`src/rtl/sft_pkg.sv`:
```
package sft_pkg;

  // Register indexes of the configuration port
  localparam logic [2:0] REG_FLAG         = 3'd0;
  localparam logic [2:0] REG_ESCAPE       = 3'd1;
  localparam logic [2:0] REG_FLAG_SUBST   = 3'd2;
  localparam logic [2:0] REG_ESCAPE_SUBST = 3'd3;
  localparam logic [2:0] REG_ADDRESS      = 3'd4;
  localparam logic [2:0] REG_CTRL_SEQ0    = 3'd5;
  localparam logic [2:0] REG_CTRL_SEQ1    = 3'd6;
  localparam logic [2:0] REG_TRY_LIMIT    = 3'd7;

  // Reset values of the configuration registers
  localparam logic [7:0] FLAG_RST         = 8'd126;
  localparam logic [7:0] ESCAPE_RST       = 8'd125;
  localparam logic [7:0] FLAG_SUBST_RST   = 8'd94;
  localparam logic [7:0] ESCAPE_SUBST_RST = 8'd93;
  localparam logic [7:0] ADDRESS_RST      = 8'd3;
  localparam logic [7:0] CTRL_SEQ0_RST    = 8'd0;
  localparam logic [7:0] CTRL_SEQ1_RST    = 8'd64;
  localparam logic [3:0] TRY_LIMIT_RST    = 4'd3;

  // Input modes
  localparam logic MODE_PAYLOAD = 1'b0;
  localparam logic MODE_REPLY   = 1'b1;

  // Reply kinds
  localparam logic [1:0] REPLY_READY = 2'd0;

  // Result kinds
  localparam logic KIND_FRAME = 1'b0;
  localparam logic KIND_ACK   = 1'b1;

  // Acknowledgement status codes
  localparam logic [1:0] ACK_ACCEPTED = 2'd0;
  localparam logic [1:0] ACK_RESEND   = 2'd1;
  localparam logic [1:0] ACK_GAVE_UP  = 2'd2;

  typedef struct packed {
    logic [7:0] flag;
    logic [7:0] escape;
    logic [7:0] flag_subst;
    logic [7:0] escape_subst;
    logic [7:0] address;
    logic [7:0] ctrl_seq0;
    logic [7:0] ctrl_seq1;
    logic [3:0] try_limit;
  } sft_cfg_t;

  // One classified item handed from the front to the back
  typedef struct packed {
    logic       is_ack;
    logic       first;
    logic       last;
    logic [7:0] ctrl;
    logic [7:0] pbyte;
    logic [7:0] parity;
    logic [1:0] status;
  } sft_desc_t;

endpackage

```
`src/rtl/sft_if.sv`:
```
interface sft_in_if;
  logic       valid;
  logic       ready;
  logic       mode;
  logic [7:0] payload_byte;
  logic       first_byte;
  logic       last_byte;
  logic [1:0] reply_kind;
  logic       reply_seq;

  modport source (output valid, mode, payload_byte, first_byte, last_byte, reply_kind,
                  reply_seq, input ready);
  modport sink   (input valid, mode, payload_byte, first_byte, last_byte, reply_kind,
                  reply_seq, output ready);
endinterface

interface sft_out_if;
  logic       valid;
  logic       ready;
  logic [7:0] out_byte;
  logic       out_last;
  logic       out_kind;
  logic [1:0] ack_status;

  modport source (output valid, out_byte, out_last, out_kind, ack_status, input ready);
  modport sink   (input valid, out_byte, out_last, out_kind, ack_status, output ready);
endinterface

```
`src/rtl/sft_front.sv`:
```
module sft_front (
  input  logic                clk_i,
  input  logic                rst_ni,
  input  sft_pkg::sft_cfg_t   cfg_i,
  sft_in_if.sink              in_i,
  input  logic                full_i,
  output logic                push_o,
  output sft_pkg::sft_desc_t  desc_o
);
  import sft_pkg::*;

  logic       seq_q, seq_d;
  logic [7:0] parity_q, parity_d;
  logic [3:0] tries_q, tries_d;
  logic [3:0] tries_dec;
  logic       accept;

  assign in_i.ready = !full_i;
  assign accept     = in_i.valid && !full_i;
  assign push_o     = accept;
  assign tries_dec  = tries_q - 4'd1;

  // Classify the transaction and update frame and link state
  always_comb begin
    seq_d    = seq_q;
    parity_d = parity_q;
    tries_d  = tries_q;
    desc_o   = '0;
    desc_o.pbyte = in_i.payload_byte;
    desc_o.first = in_i.first_byte;
    desc_o.last  = in_i.last_byte;
    desc_o.ctrl  = seq_q ? cfg_i.ctrl_seq1 : cfg_i.ctrl_seq0;
    if (in_i.mode == MODE_PAYLOAD) begin
      if (in_i.first_byte) begin
        parity_d = in_i.payload_byte;
        tries_d  = cfg_i.try_limit;
      end else begin
        parity_d = parity_q ^ in_i.payload_byte;
      end
    end else begin
      desc_o.is_ack = 1'b1;
      if (tries_q == 4'd0) begin
        desc_o.status = ACK_GAVE_UP;
      end else if (in_i.reply_kind == REPLY_READY && in_i.reply_seq != seq_q) begin
        desc_o.status = ACK_ACCEPTED;
        seq_d         = !seq_q;
        tries_d       = cfg_i.try_limit;
      end else begin
        tries_d       = tries_dec;
        desc_o.status = (tries_dec == 4'd0) ? ACK_GAVE_UP : ACK_RESEND;
      end
    end
    desc_o.parity = parity_d;
  end

  always_ff @(posedge clk_i or negedge rst_ni) begin
    if (!rst_ni) begin
      seq_q    <= 1'b0;
      parity_q <= 8'd0;
      tries_q  <= TRY_LIMIT_RST;
    end else if (accept) begin
      seq_q    <= seq_d;
      parity_q <= parity_d;
      tries_q  <= tries_d;
    end
  end

endmodule

```
`src/rtl/sft_queue.sv`:
```
module sft_queue #(
  parameter int Depth = 2
) (
  input  logic                clk_i,
  input  logic                rst_ni,
  input  logic                push_i,
  input  sft_pkg::sft_desc_t  desc_i,
  output logic                full_o,
  input  logic                pop_i,
  output logic                head_valid_o,
  output sft_pkg::sft_desc_t  head_o
);
  import sft_pkg::*;

  localparam int PtrW = (Depth > 1) ? $clog2(Depth) : 1;
  localparam int CntW = $clog2(Depth + 1);

  sft_desc_t       mem_q [Depth];
  logic [PtrW-1:0] wr_q, wr_d, rd_q, rd_d;
  logic [CntW-1:0] cnt_q, cnt_d;

  assign full_o       = (cnt_q == CntW'(Depth));
  assign head_valid_o = (cnt_q != '0);
  assign head_o       = mem_q[rd_q];

  // Advance pointers with wrap at the depth
  always_comb begin
    wr_d  = wr_q;
    rd_d  = rd_q;
    cnt_d = cnt_q;
    if (push_i) begin
      wr_d = (wr_q == PtrW'(Depth - 1)) ? '0 : wr_q + PtrW'(1);
    end
    if (pop_i) begin
      rd_d = (rd_q == PtrW'(Depth - 1)) ? '0 : rd_q + PtrW'(1);
    end
    if (push_i && !pop_i) begin
      cnt_d = cnt_q + CntW'(1);
    end else if (!push_i && pop_i) begin
      cnt_d = cnt_q - CntW'(1);
    end
  end

  always_ff @(posedge clk_i or negedge rst_ni) begin
    if (!rst_ni) begin
      wr_q  <= '0;
      rd_q  <= '0;
      cnt_q <= '0;
    end else begin
      wr_q  <= wr_d;
      rd_q  <= rd_d;
      cnt_q <= cnt_d;
    end
  end

  always_ff @(posedge clk_i) begin
    if (push_i) begin
      mem_q[wr_q] <= desc_i;
    end
  end

endmodule

```
`src/rtl/sft_back.sv`:
```
module sft_back (
  input  logic                clk_i,
  input  logic                rst_ni,
  input  sft_pkg::sft_cfg_t   cfg_i,
  input  logic                head_valid_i,
  input  sft_pkg::sft_desc_t  head_i,
  output logic                pop_o,
  sft_out_if.source           out_o
);
  import sft_pkg::*;

  localparam logic [3:0] PH_FLAG_OPEN  = 4'd0;
  localparam logic [3:0] PH_ADDRESS    = 4'd1;
  localparam logic [3:0] PH_CTRL       = 4'd2;
  localparam logic [3:0] PH_HDR_PARITY = 4'd3;
  localparam logic [3:0] PH_PAYLOAD    = 4'd4;
  localparam logic [3:0] PH_PAYLOAD_SUB = 4'd5;
  localparam logic [3:0] PH_PARITY     = 4'd6;
  localparam logic [3:0] PH_PARITY_SUB = 4'd7;
  localparam logic [3:0] PH_FLAG_CLOSE = 4'd8;
  localparam logic [3:0] PH_ACK        = 4'd9;

  logic       active_q, active_d;
  logic [3:0] phase_q, phase_d;
  logic [3:0] start_ph, cur_ph, next_ph;
  logic [7:0] byte_c;
  logic       done_c, emit;
  logic       pay_is_flag, pay_stuff, par_is_flag, par_stuff;

  logic       valid_q;
  logic [7:0] byte_q;
  logic       last_q, kind_q;
  logic [1:0] status_q;

  assign pay_is_flag = (head_i.pbyte == cfg_i.flag);
  assign pay_stuff   = pay_is_flag || (head_i.pbyte == cfg_i.escape);
  assign par_is_flag = (head_i.parity == cfg_i.flag);
  assign par_stuff   = par_is_flag || (head_i.parity == cfg_i.escape);

  assign start_ph = head_i.is_ack ? PH_ACK : (head_i.first ? PH_FLAG_OPEN : PH_PAYLOAD);
  assign cur_ph   = active_q ? phase_q : start_ph;

  // Select the byte of the current phase and the phase after it
  always_comb begin
    byte_c  = 8'd0;
    next_ph = cur_ph;
    done_c  = 1'b0;
    case (cur_ph)
      PH_FLAG_OPEN: begin
        byte_c  = cfg_i.flag;
        next_ph = PH_ADDRESS;
      end
      PH_ADDRESS: begin
        byte_c  = cfg_i.address;
        next_ph = PH_CTRL;
      end
      PH_CTRL: begin
        byte_c  = head_i.ctrl;
        next_ph = PH_HDR_PARITY;
      end
      PH_HDR_PARITY: begin
        byte_c  = cfg_i.address ^ head_i.ctrl;
        next_ph = PH_PAYLOAD;
      end
      PH_PAYLOAD: begin
        byte_c  = pay_stuff ? cfg_i.escape : head_i.pbyte;
        next_ph = pay_stuff ? PH_PAYLOAD_SUB : PH_PARITY;
        done_c  = !pay_stuff && !head_i.last;
      end
      PH_PAYLOAD_SUB: begin
        byte_c  = pay_is_flag ? cfg_i.flag_subst : cfg_i.escape_subst;
        next_ph = PH_PARITY;
        done_c  = !head_i.last;
      end
      PH_PARITY: begin
        byte_c  = par_stuff ? cfg_i.escape : head_i.parity;
        next_ph = par_stuff ? PH_PARITY_SUB : PH_FLAG_CLOSE;
      end
      PH_PARITY_SUB: begin
        byte_c  = par_is_flag ? cfg_i.flag_subst : cfg_i.escape_subst;
        next_ph = PH_FLAG_CLOSE;
      end
      PH_FLAG_CLOSE: begin
        byte_c = cfg_i.flag;
        done_c = 1'b1;
      end
      PH_ACK: begin
        byte_c = 8'd0;
        done_c = 1'b1;
      end
      default: begin
        done_c = 1'b1;
      end
    endcase
  end

  // Emit one byte whenever a descriptor waits and the output register is free or drains
  assign emit     = head_valid_i && (!valid_q || out_o.ready);
  assign pop_o    = emit && done_c;
  assign active_d = emit ? !done_c : active_q;
  assign phase_d  = emit ? next_ph : phase_q;

  always_ff @(posedge clk_i or negedge rst_ni) begin
    if (!rst_ni) begin
      active_q <= 1'b0;
      phase_q  <= PH_FLAG_OPEN;
      valid_q  <= 1'b0;
    end else begin
      active_q <= active_d;
      phase_q  <= phase_d;
      if (emit) begin
        valid_q <= 1'b1;
      end else if (out_o.ready) begin
        valid_q <= 1'b0;
      end
    end
  end

  // Hold the result payload until the sink takes it
  always_ff @(posedge clk_i) begin
    if (emit) begin
      byte_q   <= byte_c;
      last_q   <= done_c;
      kind_q   <= head_i.is_ack ? KIND_ACK : KIND_FRAME;
      status_q <= head_i.is_ack ? head_i.status : ACK_ACCEPTED;
    end
  end

  assign out_o.valid      = valid_q;
  assign out_o.out_byte   = byte_q;
  assign out_o.out_last   = last_q;
  assign out_o.out_kind   = kind_q;
  assign out_o.ack_status = status_q;

endmodule

```
`src/rtl/stuffed_frame_transmitter.sv`:
```
// Stop-and-wait frame builder with byte stuffing. Each payload transaction on
// in_i is classified at once and queued; the output sequencer then sends one
// line byte per cycle on out_o unless out_o stalls: one byte for a plain
// payload byte, two for a stuffed one, and with frame open and close added a
// single input may cause up to nine bytes. A reply transaction yields one
// status result. Input is taken in every cycle while the descriptor queue
// (QueueDepth entries) has room, so the sustained rate is set by the output
// sequencer at one result per cycle, two results per stuffed payload byte.
// Configuration writes are only to be made while the block is idle.
module stuffed_frame_transmitter #(
  parameter int QueueDepth = 2
) (
  input  logic       clk_i,
  input  logic       rst_ni,
  input  logic       cfg_we_i,
  input  logic [2:0] cfg_idx_i,
  input  logic [7:0] cfg_wdata_i,
  sft_in_if.sink     in_i,
  sft_out_if.source  out_o
);
  import sft_pkg::*;

  sft_cfg_t  cfg_q;
  sft_desc_t push_desc, head_desc;
  logic      push, full, pop, head_valid;

  // Write the configuration registers
  always_ff @(posedge clk_i or negedge rst_ni) begin
    if (!rst_ni) begin
      cfg_q.flag         <= FLAG_RST;
      cfg_q.escape       <= ESCAPE_RST;
      cfg_q.flag_subst   <= FLAG_SUBST_RST;
      cfg_q.escape_subst <= ESCAPE_SUBST_RST;
      cfg_q.address      <= ADDRESS_RST;
      cfg_q.ctrl_seq0    <= CTRL_SEQ0_RST;
      cfg_q.ctrl_seq1    <= CTRL_SEQ1_RST;
      cfg_q.try_limit    <= TRY_LIMIT_RST;
    end else if (cfg_we_i) begin
      case (cfg_idx_i)
        REG_FLAG:         cfg_q.flag         <= cfg_wdata_i;
        REG_ESCAPE:       cfg_q.escape       <= cfg_wdata_i;
        REG_FLAG_SUBST:   cfg_q.flag_subst   <= cfg_wdata_i;
        REG_ESCAPE_SUBST: cfg_q.escape_subst <= cfg_wdata_i;
        REG_ADDRESS:      cfg_q.address      <= cfg_wdata_i;
        REG_CTRL_SEQ0:    cfg_q.ctrl_seq0    <= cfg_wdata_i;
        REG_CTRL_SEQ1:    cfg_q.ctrl_seq1    <= cfg_wdata_i;
        REG_TRY_LIMIT:    cfg_q.try_limit    <= cfg_wdata_i[3:0];
        default: begin
        end
      endcase
    end
  end

  sft_front u_front (
    .clk_i  (clk_i),
    .rst_ni (rst_ni),
    .cfg_i  (cfg_q),
    .in_i   (in_i),
    .full_i (full),
    .push_o (push),
    .desc_o (push_desc)
  );

  sft_queue #(
    .Depth (QueueDepth)
  ) u_queue (
    .clk_i        (clk_i),
    .rst_ni       (rst_ni),
    .push_i       (push),
    .desc_i       (push_desc),
    .full_o       (full),
    .pop_i        (pop),
    .head_valid_o (head_valid),
    .head_o       (head_desc)
  );

  sft_back u_back (
    .clk_i        (clk_i),
    .rst_ni       (rst_ni),
    .cfg_i        (cfg_q),
    .head_valid_i (head_valid),
    .head_i       (head_desc),
    .pop_o        (pop),
    .out_o        (out_o)
  );

endmodule

```
`src/flat_wrapper.sv`:
```
// flat-port wrapper written by rule: the top's interface ports become plain ports
module stuffed_frame_transmitter_flat import sft_pkg::*;
#(
  parameter int QueueDepth = 2
)
  (clk_i, rst_ni, cfg_we_i, cfg_idx_i, cfg_wdata_i, in_i_valid, in_i_mode, in_i_payload_byte, in_i_first_byte, in_i_last_byte, in_i_reply_kind, in_i_reply_seq, in_i_ready, out_o_valid, out_o_out_byte, out_o_out_last, out_o_out_kind, out_o_ack_status, out_o_ready);
  sft_in_if in_i_i ();
  sft_out_if out_o_i ();
  input  logic clk_i;
  input  logic rst_ni;
  input  logic cfg_we_i;
  input  logic [2:0] cfg_idx_i;
  input  logic [7:0] cfg_wdata_i;
  input wire logic [$bits(in_i_i.valid)-1:0] in_i_valid;
  input wire logic [$bits(in_i_i.mode)-1:0] in_i_mode;
  input wire logic [$bits(in_i_i.payload_byte)-1:0] in_i_payload_byte;
  input wire logic [$bits(in_i_i.first_byte)-1:0] in_i_first_byte;
  input wire logic [$bits(in_i_i.last_byte)-1:0] in_i_last_byte;
  input wire logic [$bits(in_i_i.reply_kind)-1:0] in_i_reply_kind;
  input wire logic [$bits(in_i_i.reply_seq)-1:0] in_i_reply_seq;
  output wire logic [$bits(in_i_i.ready)-1:0] in_i_ready;
  output wire logic [$bits(out_o_i.valid)-1:0] out_o_valid;
  output wire logic [$bits(out_o_i.out_byte)-1:0] out_o_out_byte;
  output wire logic [$bits(out_o_i.out_last)-1:0] out_o_out_last;
  output wire logic [$bits(out_o_i.out_kind)-1:0] out_o_out_kind;
  output wire logic [$bits(out_o_i.ack_status)-1:0] out_o_ack_status;
  input wire logic [$bits(out_o_i.ready)-1:0] out_o_ready;
  assign in_i_i.valid = in_i_valid;
  assign in_i_i.mode = in_i_mode;
  assign in_i_i.payload_byte = in_i_payload_byte;
  assign in_i_i.first_byte = in_i_first_byte;
  assign in_i_i.last_byte = in_i_last_byte;
  assign in_i_i.reply_kind = in_i_reply_kind;
  assign in_i_i.reply_seq = in_i_reply_seq;
  assign in_i_ready = in_i_i.ready;
  assign out_o_valid = out_o_i.valid;
  assign out_o_out_byte = out_o_i.out_byte;
  assign out_o_out_last = out_o_i.out_last;
  assign out_o_out_kind = out_o_i.out_kind;
  assign out_o_ack_status = out_o_i.ack_status;
  assign out_o_i.ready = out_o_ready;
  stuffed_frame_transmitter #(.QueueDepth(QueueDepth)) u_core (.clk_i(clk_i), .rst_ni(rst_ni), .cfg_we_i(cfg_we_i), .cfg_idx_i(cfg_idx_i), .cfg_wdata_i(cfg_wdata_i), .in_i(in_i_i), .out_o(out_o_i));
endmodule
```
`config.mk`:
```
export PLATFORM = sky130hd
export DESIGN_NAME = stuffed_frame_transmitter_flat
export DESIGN_NICKNAME = d
export VERILOG_FILES = /design/src/rtl/sft_pkg.sv /design/src/rtl/sft_if.sv /design/src/rtl/sft_front.sv /design/src/rtl/sft_queue.sv /design/src/rtl/sft_back.sv /design/src/rtl/stuffed_frame_transmitter.sv /design/src/flat_wrapper.sv
export SDC_FILE = /design/constraint.sdc
export NUM_CORES = 1
export LEC_CHECK = 0
export ABC_AREA = 1
export ABC_CLOCK_PERIOD_IN_PS = 3900
export BUFFER_PORTS_ARGS = -buffer_cell sky130_fd_sc_hd__buf_2
export CORE_AREA = 2 2 172 132
export DETAILED_ROUTE_END_ITERATION = 6
export DIE_AREA = 0 0 174 134
export PLACE_DENSITY = 0.53
export SKIP_LAST_GASP = 1
export SLEW_MARGIN = 0
export SYNTH_ARGS = -nofsm -noshare
export SYNTH_HDL_FRONTEND = slang
export SYNTH_HIERARCHICAL = 1
export SYNTH_SLANG_ARGS = --single-unit
```
`constraint.sdc`:
```
create_clock -name clk_i -period 3.9 [get_ports clk_i]
set_clock_uncertainty 0.2 [all_clocks]
set_input_delay 0.195 -clock clk_i [delete_from_list [all_inputs] [get_ports clk_i]]
set_output_delay 0.195 -clock clk_i [all_outputs]
set_load 0.01 [all_outputs]
```
# == Yosys cells after proc, flatten, opt, wreduce, memory -nomap -nowiden ==
# Memory sizes are Yosys's and may differ from the RTL's.
# Cells that the tools add are included.
# classes
bitwise_logic,3
mul,0
reduce_logical,39
n_div,0
shifts,0
n_addsub,5
eq_ne,22
n_lt_le_gt_ge,0
mux,33
# ops
op,n
one-hot mux 8 bit (8 select lines),1
2-to-1 mux 8 bit,7
equality test 8 bit,4
one-hot mux 4 bit (8 select lines),1
2-to-1 mux 4 bit,7
equality test 4 x 3 -> 1 bit (second input constant),4
AND reduction 2 bit,8
bitwise XOR 8 bit,2
2-to-1 mux 2 bit,7
equality test 3 bit (second input constant),4
logical NOT 4 bit,3
equality test 4 x 2 -> 1 bit (second input constant),2
logical NOT 1 bit,8
2-to-1 mux 1 bit,8
nonzero test 2 bit,4
logical AND 1 bit,7
equality test 3 x 2 -> 1 bit (second input constant),2
OR reduction 6 bit,1
equality test 4 x 1 -> 1 bit (second input constant),1
equality test 4 bit (second input constant),1
AND reduction 4 bit,1
subtractor 4 x 1 -> 4 bit (second input constant),1
equality test 3 x 1 -> 1 bit (second input constant),1
logical NOT 3 bit,1
13 further kinds,16
# word_totals
output_inout_bits,14
reg_bits,95
mem_count,1
input_bits,30
latchBits,0
elab_cells,124
mem_bits_rw,58
romBits,0
# memory_table
name,words,width,rd,rd_ports_with_merged_regs,write_ports,line_no,text
u_core.u_queue.mem_q,2,29,1,0,1,sft_queue.sv:18,sft_desc_t mem_q [Depth];

# == Logic depth before layout (Yosys ltp) ==
# Gate-level depths: netlist of the first run.
# An unclocked memory read counts as a cell.
# depth
ltp_word,11
depth_mapped,20

# == By module ==
# The synthesis of the first run kept the hierarchy.
# by_module_without_submodules
mod,n_inst,area_each_um2,seq_area_each_um2,cells_per_inst
stuffed_frame_transmitter,1,2482.4,1535.2,275
sft_queue,1,2417.3,1841.8,115
sft_back,1,2277.2,510.5,391
sft_front,1,1121.1,327.8,171

# == Worst setup path before layout of the first run ==
# Ideal clock, no wire load.
# synth_path
path_type,register to register
startpoint,register u_core.u_queue.cnt_q[1]
endpoint,memory u_core/u_queue/mem_q[0][0] in the netlist's numbering (enable)
period_less_slack_ns,2.793
slack_ns,1.107
t_arrival_ns,2.177
required_time_ns,3.285
stages_incl_launch_ff,8
path_cell_list,dfrtp_1 -> inv_1 -> nor2_1 -> inv_2 -> nand2_1 -> inv_2 -> inv_1 -> nor2_1
# synth_between
elab_chain_cells,5
# synth_lines
element,line_no,text
start: declaration,sft_queue.sv:20,"logic [CntW-1:0] cnt_q, cnt_d;"
start signal: assignment,sft_queue.sv:52,cnt_q <= cnt_d;
equality test 2 bit,sft_queue.sv:22,assign full_o = (cnt_q == CntW'(Depth));
net u_core.full,stuffed_frame_transmitter.sv:25,"logic push, full, pop, head_valid;"
logical NOT 1 bit,-,
net in_i_ready,flat_wrapper.sv:21,output wire logic [$bits(in_i_i.ready)-1:0] in_i_ready;
logical AND 1 bit,sft_front.sv:19,assign accept = in_i.valid && !full_i;
net u_core.push,stuffed_frame_transmitter.sv:25,
2-to-1 mux 1 bit,sft_queue.sv:57,if (push_i) begin
2-to-1 mux 1 bit (not written as such),sft_queue.sv:58,mem_q[wr_q] <= desc_i;
end: declaration,sft_queue.sv:18,
# The timed path passes the listed nets, and every way through them passes these cells.

==> flow_summary_export.csv, run 1 <==
group,metric,value,unit
worst_setup_path,critPathBufInv,4,
global_routing,grt_pass1_wl,33.55,mm
routing,wirelength,21.00,mm
clocking,clk_latency,0.43,ns
global_routing,overflow,0,
clocking,cts_resized,0,
sta,tns,0,ns
sta,max_freq,0.3115,GHz
logic_synthesis,synth_compound_area_share,1.824,%
die,rows,47,
logic_synthesis,synth-seq-cells,153,
sta,min_period_over_period,82.32,%
job,maxCapViolCount,0,
pwr,finalPower,6826,uW
global_routing,grt_max_degree,67,
global_routing,grt_pass1_vias,5835,
sta,timing.hold.ws,0.01419,ns
logic_synthesis,ys_warn_count,6,
routing,viasPerCell,4.748,
clocking,cts_buffers,17,
worst_setup_path,worstPathMaxFanout,26,
pwr,p_leak,0.004622,uW
routing,first_pass_iters,5,
sta,slew_viol_final,0,
logic_synthesis,yosysSeqAreaShare,50.80,%
worst_setup_path,crit_family,"simple AND/OR/NAND/NOR gates",
logic_synthesis,syn_nets,985,
worst_setup_path,reg2reg_to,"u_core/u_queue/cnt_q[1]",
worst_setup_path,endpoint_kind,"flop",
worst_setup_path,crit_arrival,3.33,ns
die,dieHeight,134,um
logic_synthesis,synthCells,952,
sta,finalSetupViolations,0,
worst_hold_path,hold_path_depth,6,
clocking,cts-root-buf,"clkbuf_16",
clocking,cts_hold_buf,29,
placement,hpwl,14.91,mm
die,fp.dieArea,23320,um^2
routing,drc_errors,0,
worst_setup_path,r2r_slack,0.69,ns
clocking,cts_tree,"built",
logic_synthesis,syn_area,8298,um^2
sta,worst_slew_pin_slew,0.9209,ns
sta,final_hold_viol_count,0,
die,ios,44,
clocking,cts_sinks,153,
logic_synthesis,synth_top_flop_cell,"edfxtp_1",
logic_synthesis,synth-async-reset-ratio,54.25,%
worst_setup_path,cp-start-kind,"flop",
worst_hold_path,worstHoldPathType,"input pin to flop",
final_layout,nNetsFinal,1053,
routing,wl_per_cell,15.83,um
routing,ant_nets,0,
die,core_area,21640,um^2
logic_synthesis,synthSimpleGateAreaFrac,29.64,%
final_layout,num_antenna_cells,0,
logic_synthesis,synth_xor_area_share,4.011,%
logic_synthesis,synth_top_family_by_area,"simple AND/OR/NAND/NOR gates",
worst_hold_path,hp-start,"in_i_reply_seq",
pwr,vdd_drop_max,0.2615,mV
worst_setup_path,worstPathRequired,4.02,ns
final_layout,syn_to_final_growth,14.97,%
final_layout,stdcell_count,1327,
worst_setup_path,crit_type,"flop to flop",
worst_setup_path,timing.rr.start,"u_core/u_queue/rd_q",
pwr,cellPowerDensity,715.4,nW/um^2
clocking,path_clk_slew,0.07,ns
worst_hold_path,min_to,"u_core/u_front/seq_q",
logic_synthesis,ys_types,33,
die,die_x,174,um
logic_synthesis,syn_avg_cell_area,8.716,um^2
placement,dpl.cell_count,1266,
sta,rsz0062_at_grt,"false",
die,start_util,38.34,%
clocking,htreeDepth,4,
final_layout,n_fill_cell,2201,
worst_setup_path,cp_cell_sequence,"buf_4, mux2_4, nand2_1, nand2_1, nand2_1, nor2_1, nand2_2, nand4_1, nand3_2, nand2_1, inv_1, inv_1, ha_1, inv_1, nand3_1, nand2_1, nand2_1",
clocking,cts_setup_buffers,0,
placement,numPortBuffers,43,
logic_synthesis,synth_mux_area_share,5.247,%
worst_setup_path,cpMostUsedCell,"nand2_1",
sta,finalCriticalPeriod,3.210,ns
worst_setup_path,cp_slowest_stage_delay,0.46,ns
clocking,clockBufferDepth,2,
global_routing,antenna_found_initial,0,
logic_synthesis,synth-edff-count,70,
final_layout,drive_above_1_share,17.52,%
routing,via_count,6301,
logic_synthesis,synth-adder-area-share,0.4524,%
worst_setup_path,slowest_stage,"buf_4",
worst_setup_path,worstRegToRegCells,17,
outcome,status,"finished, final reports clean",
global_routing,grt_usage,18.89,%
placement,place.gp.congestion,0.8310,
routing,drtIter0Drc,522,
sta,relSlewSlack,38.61,%
state kept, by name, indices dropped and copies added, names as in the netlist, 2 cells and up:
name	count
u_core/u_back/out_o.ack_status	2
u_core/u_queue/cnt_q	2
u_core/u_front/tries_q	4
u_core/u_back/phase_q	4
u_core/u_back/out_o.out_byte	8
u_core/u_queue/mem_q	58
u_core/u_front/parity_q	8
u_core/cfg_q	60
power by group:
group | total (uW) | internal (uW) | switching (uW)
Combinational | 2560 | 955 | 1610
Clock | 1650 | 864 | 783
Sequential | 2620 | 2320 | 293
worst max-delay path by stage:
| stage | start | end | cells after the start |
|---|---|---|---|
| finish | u_core/u_queue/rd_q | u_core/u_queue/cnt_q[1] | 17 |
| global route | u_core/u_queue/rd_q | u_core/u_queue/cnt_q[1] | 18 |
| CTS | u_core/u_queue/rd_q | u_core/u_queue/cnt_q[1] | 17 |
| detailed placement | u_core/u_queue/rd_q | u_core/u_queue/cnt_q[1] | 17 |
| global placement | u_core/u_queue/rd_q | u_core/u_queue/cnt_q[1] | 17 |
| floorplan | u_core/u_queue/cnt_q[1] | u_core/u_queue/mem_q[0][0] | 7 |
cell usage after synthesis (7+ instances only):
cell type / count / area, um^2
buf_4: 15 / 112.6
nand4_1: 21 / 131.4
dfstp_2: 29 / 762.0
dfrtp_1: 54 / 1351
a21oi_1: 7 / 35.03
nor2_1: 69 / 259.0
xor2_1: 18 / 157.7
mux2_4: 29 / 435.4
nand2_2: 7 / 43.79
inv_2: 10 / 37.54
xnor2_1: 20 / 175.2
o21ai_1: 11 / 55.05
inv_1: 89 / 334.1
nand2_1: 367 / 1378
nand3_1: 91 / 455.4
edfxtp_1: 70 / 2102
per-layer routing:
metal / part of all wire (%) / global-route usage [%] / vias up
li1: - / - / 3178
met1: 52 / 28.84 / 2951
met2: 42 / 26.54 / 154
met3: 5.4 / 4.025 / 18
met4: 1.5 / 5.929 / 0
met5: 0 / 0 / -
cell type report:
cell class                      instances  area [um^2]  area share, %
Sequential cell                       153         4217          44.20
Multi-Input combinational cell        669         3420          35.84
Timing Repair Buffer                   79        560.5          5.875
Clock buffer                           17        425.4          4.459
Inverter                              100        377.9          3.961
Tap cell                              294        367.9          3.856
Clock inverter                         15        172.7          1.810
worst register-to-register path: stages, from the launching register on:
cell and delay, ns:
dfrtp_2 0.44, buf_4 0.46, mux2_4 0.39, nand2_1 0.08
nand2_1 0.05, nand2_1 0.08, nor2_1 0.06, nand2_2 0.28
nand4_1 0.20, nand3_2 0.10, nand2_1 0.05, inv_1 0.10
inv_1 0.05, ha_1 0.29, inv_1 0.08, nand3_1 0.08
nand2_1 0.07, nand2_1 0.05
cells by family (layout without fill, tap and decap cells):
group | count (synthesis) | after routing
multiplexers | 29 | 29
XOR/XNOR | 38 | 38
adder cells (fa/ha/maj) | 3 | 3
AND/OR/NAND/NOR | 573 | 573
flip-flops | 153 | 153
AO/OA/AOI/OAI | 26 | 26
buffers and inverters | 130 | 211
placed cells by master (no fill, tap or decap):
cell and n:
nor2_2 5, buf_4 8, clkbuf_16 17, a21oi_1 7, a31oi_1 2, mux2_4 29
buf_2 42, inv_8 3, nor2_1 68, nand2_2 7, nand2_4 5, nand3_4 1
nand3_1 91, clkinv_8 5, inv_1 89, nor2_4 6, o21ai_2 2, dfstp_2 29
dfrtp_2 1, edfxtp_1 70, o21ai_0 3, dfrtp_1 53, inv_2 10, nor3_4 1
inv_4 2, xor2_1 18, nand3_2 1, clkinvlp_4 1, xnor2_1 20, a21oi_4 1
nand2_1 367, o21ai_1 11, ha_1 3, dlygate4sd3_1 29, inv_6 5, nand4_1 21
metrics by stage:
stage               util, %  cell area, um^2  setup WS (ns)
floorplan                 -             8298          1.107
global placement      39.98             8652         0.7844
detailed placement    39.98             8652         0.7322
CTS                   44.09             9540         0.6936
global route          44.09             9540         0.3562
finish                44.09             9540         0.6896
Power figures use the tool's default switching activity.
==> inputs of run 2 (changes only) <==
ABC_CLOCK_PERIOD_IN_PS = 2800   (was 3900)
PLACE_DENSITY = 0.55   (was 0.53)
clock period = 2.8 ns   (was 3.9 ns; I/O delays follow)
==> flow_summary_export.csv, run 2 (synthesized netlist as in run 1, its figures left out) <==
group,metric,value,unit
final_layout,max_flop_register,"u_core/cfg_q",
clocking,path_clk_slew,0.06,ns
final_layout,drive_above_1_share,19.15,%
die,dieHeight,134,um
sta,final_hold_viol_count,0,
routing,first_pass_iters,5,
clocking,cts-root-buf,"clkbuf_16",
final_layout,final_cell_mix,"nand2_1 (366), nand3_1 (91), inv_1 (88), edfxtp_1 (70), nor2_1 (66)",
worst_setup_path,worstPathMaxFanout,17,
die,fp.dieArea,23320,um^2
die,core_area,21640,um^2
final_layout,fin_area,9768,um^2
global_routing,grt_pass1_vias,6184,
clocking,cts_tree,"built",
sta,setup_slack,0.1348,ns
pwr,comb_power_share,39.4,%
worst_setup_path,cp-start-kind,"flop",
routing,drtIter0Drc,546,
routing,drc_errors,0,
sta,timing.hold.ws,0.01449,ns
die,die_x,174,um
sta,slew_viol_final,0,
die,ios,44,
die,start_util,38.34,%
die,rows,47,
worst_setup_path,slowest_stage,"dfrtp_2",
worst_setup_path,cp_cell_sequence,"buf_12, mux2_4, inv_1, nand2_1, nand2_1, nand2_1, nor2_2, nand2_2, buf_4, nand3_1, nor2_1, nor2_1, nand3_1",
pwr,cellPowerDensity,995.1,nW/um^2
final_layout,syn_to_final_growth,17.72,%
sta,max_freq,0.3752,GHz
pwr,switching_share,38.03,%
worst_setup_path,endpoint_kind,"flop",
worst_setup_path,cp_slowest_stage_delay,0.49,ns
routing,viasPerCell,4.773,
final_layout,final_common_cell,"nand2_1",
global_routing,grt_usage,19.17,%
global_routing,grt_pass1_wl,34.20,mm
placement,place.gp.congestion,0.8727,
final_layout,largest_reg_flops,60,
worst_setup_path,crit_arrival,2.63,ns
pwr,vdd_drop_max,0.4373,mV
sta,finalCriticalPeriod,2.665,ns
global_routing,grt_max_degree,49,
clocking,clockBufferDepth,2,
pwr,pwr-share-clk,23.0,%
placement,placed_area,8802,um^2
worst_setup_path,crit_type,"flop to flop",
pwr,p_int,6023,uW
pwr,p_leak,0.004741,uW
placement,numPortBuffers,43,
sta,finalSetupViolations,0,
pwr,seq_power_share,37.5,%
job,maxCapViolCount,0,
clocking,cts_buffers,17,
clocking,clk_latency,0.43,ns
clocking,htreeDepth,4,
placement,dpl.cell_count,1281,
routing,wl_per_cell,15.83,um
outcome,status,"finished, final reports clean",
pwr,switchingPower,3697,uW
placement,dp_slack,0.1676,ns
worst_hold_path,worstHoldPathType,"input pin to flop",
worst_setup_path,cpMostUsedCell,"nand2_1",
global_routing,overflow,0,
sta,relSlewSlack,57.57,%
final_layout,nNetsFinal,1075,
clocking,cts_sinks,153,
routing,ant_nets,0,
final_layout,stdcell_count,1349,
placement,hpwl,15.08,mm
worst_setup_path,worstPathRequired,2.76,ns
routing,via_count,6439,
final_layout,num_antenna_cells,0,
sta,worst_slew_pin_slew,0.6342,ns
routing,wirelength,21.36,mm
sta,min_period_over_period,95.18,%
global_routing,antenna_found_initial,0,
final_layout,reg_top3,"u_core/cfg_q x60, u_core/u_queue/mem_q x58",
run 2: through the flow:
step                      utilization (%)  total power, uW  setup TNS (ns)
final                               45.14             9720               0
after global routing                45.14            10360       -0.009817
after CTS                           44.78             9626               0
after global placement              40.67             7308               0
after floorplan                         -             6286               0
after detailed placement            40.67             7337               0
run 2: worst paths after layout:
check,startpoint,to,slack [ns],cells after the start
hold reg to reg,u_core/u_front/tries_q[1],u_core/u_front/tries_q[1],0.27,2
setup / recovery,u_core/u_queue/rd_q,u_core/u_back/out_o.out_byte[7],0.13,13
max in group asynchronous,rst_ni,u_core/cfg_q[58],1.63,3
min in group asynchronous,rst_ni,u_core/cfg_q[35],0.05,2
hold / removal,in_i_reply_seq,u_core/u_front/tries_q[2],0.01,6
setup reg to reg,u_core/u_queue/rd_q,u_core/u_back/out_o.out_byte[7],0.13,13
run 2: what timing repair did:
action	CTS	global route
endpoints found under the setup margin	0	2
buffers inserted	0	2
resized for setup	0	5
hold buffers	32	0
endpoints found under the hold margin	159	0
run 2: power by group through the flow:
stage / clock network (uW) / registers, uW / logic (uW)
floorplan: 0 / 3600 / 2690
global placement: 0 / 3670 / 3640
detailed placement: 0 / 3670 / 3660
CTS: 2280 / 3640 / 3710
global route: 2380 / 3720 / 4250
finish: 2240 / 3650 / 3830
run 2: worst max-delay path, delay by kind of cell, from the launching register on:
family	cells	cell delay [ns]
simple gates	9	0.95
buf+inv	3	0.43
flops	1	0.49
mux	1	0.33
run 2: cell type report:
class / count / area [um^2]
clock buffer: 18 / 429.2
clock inverter: 14 / 138.9
fill: 2166 / 11870
inverter: 100 / 377.9
multi-input combinational: 669 / 3432
sequential: 153 / 4217
tap: 294 / 367.9
timing repair buffer: 101 / 805.8
run 2: layer usage:
layer,GRT usage (%),part of all wire (%),up-vias
li1,-,-,3206
met3,3.260,5.1,31
met2,27.49,42,171
met1,29.04,51,3031
met5,0,0,-
met4,6.863,1.8,0
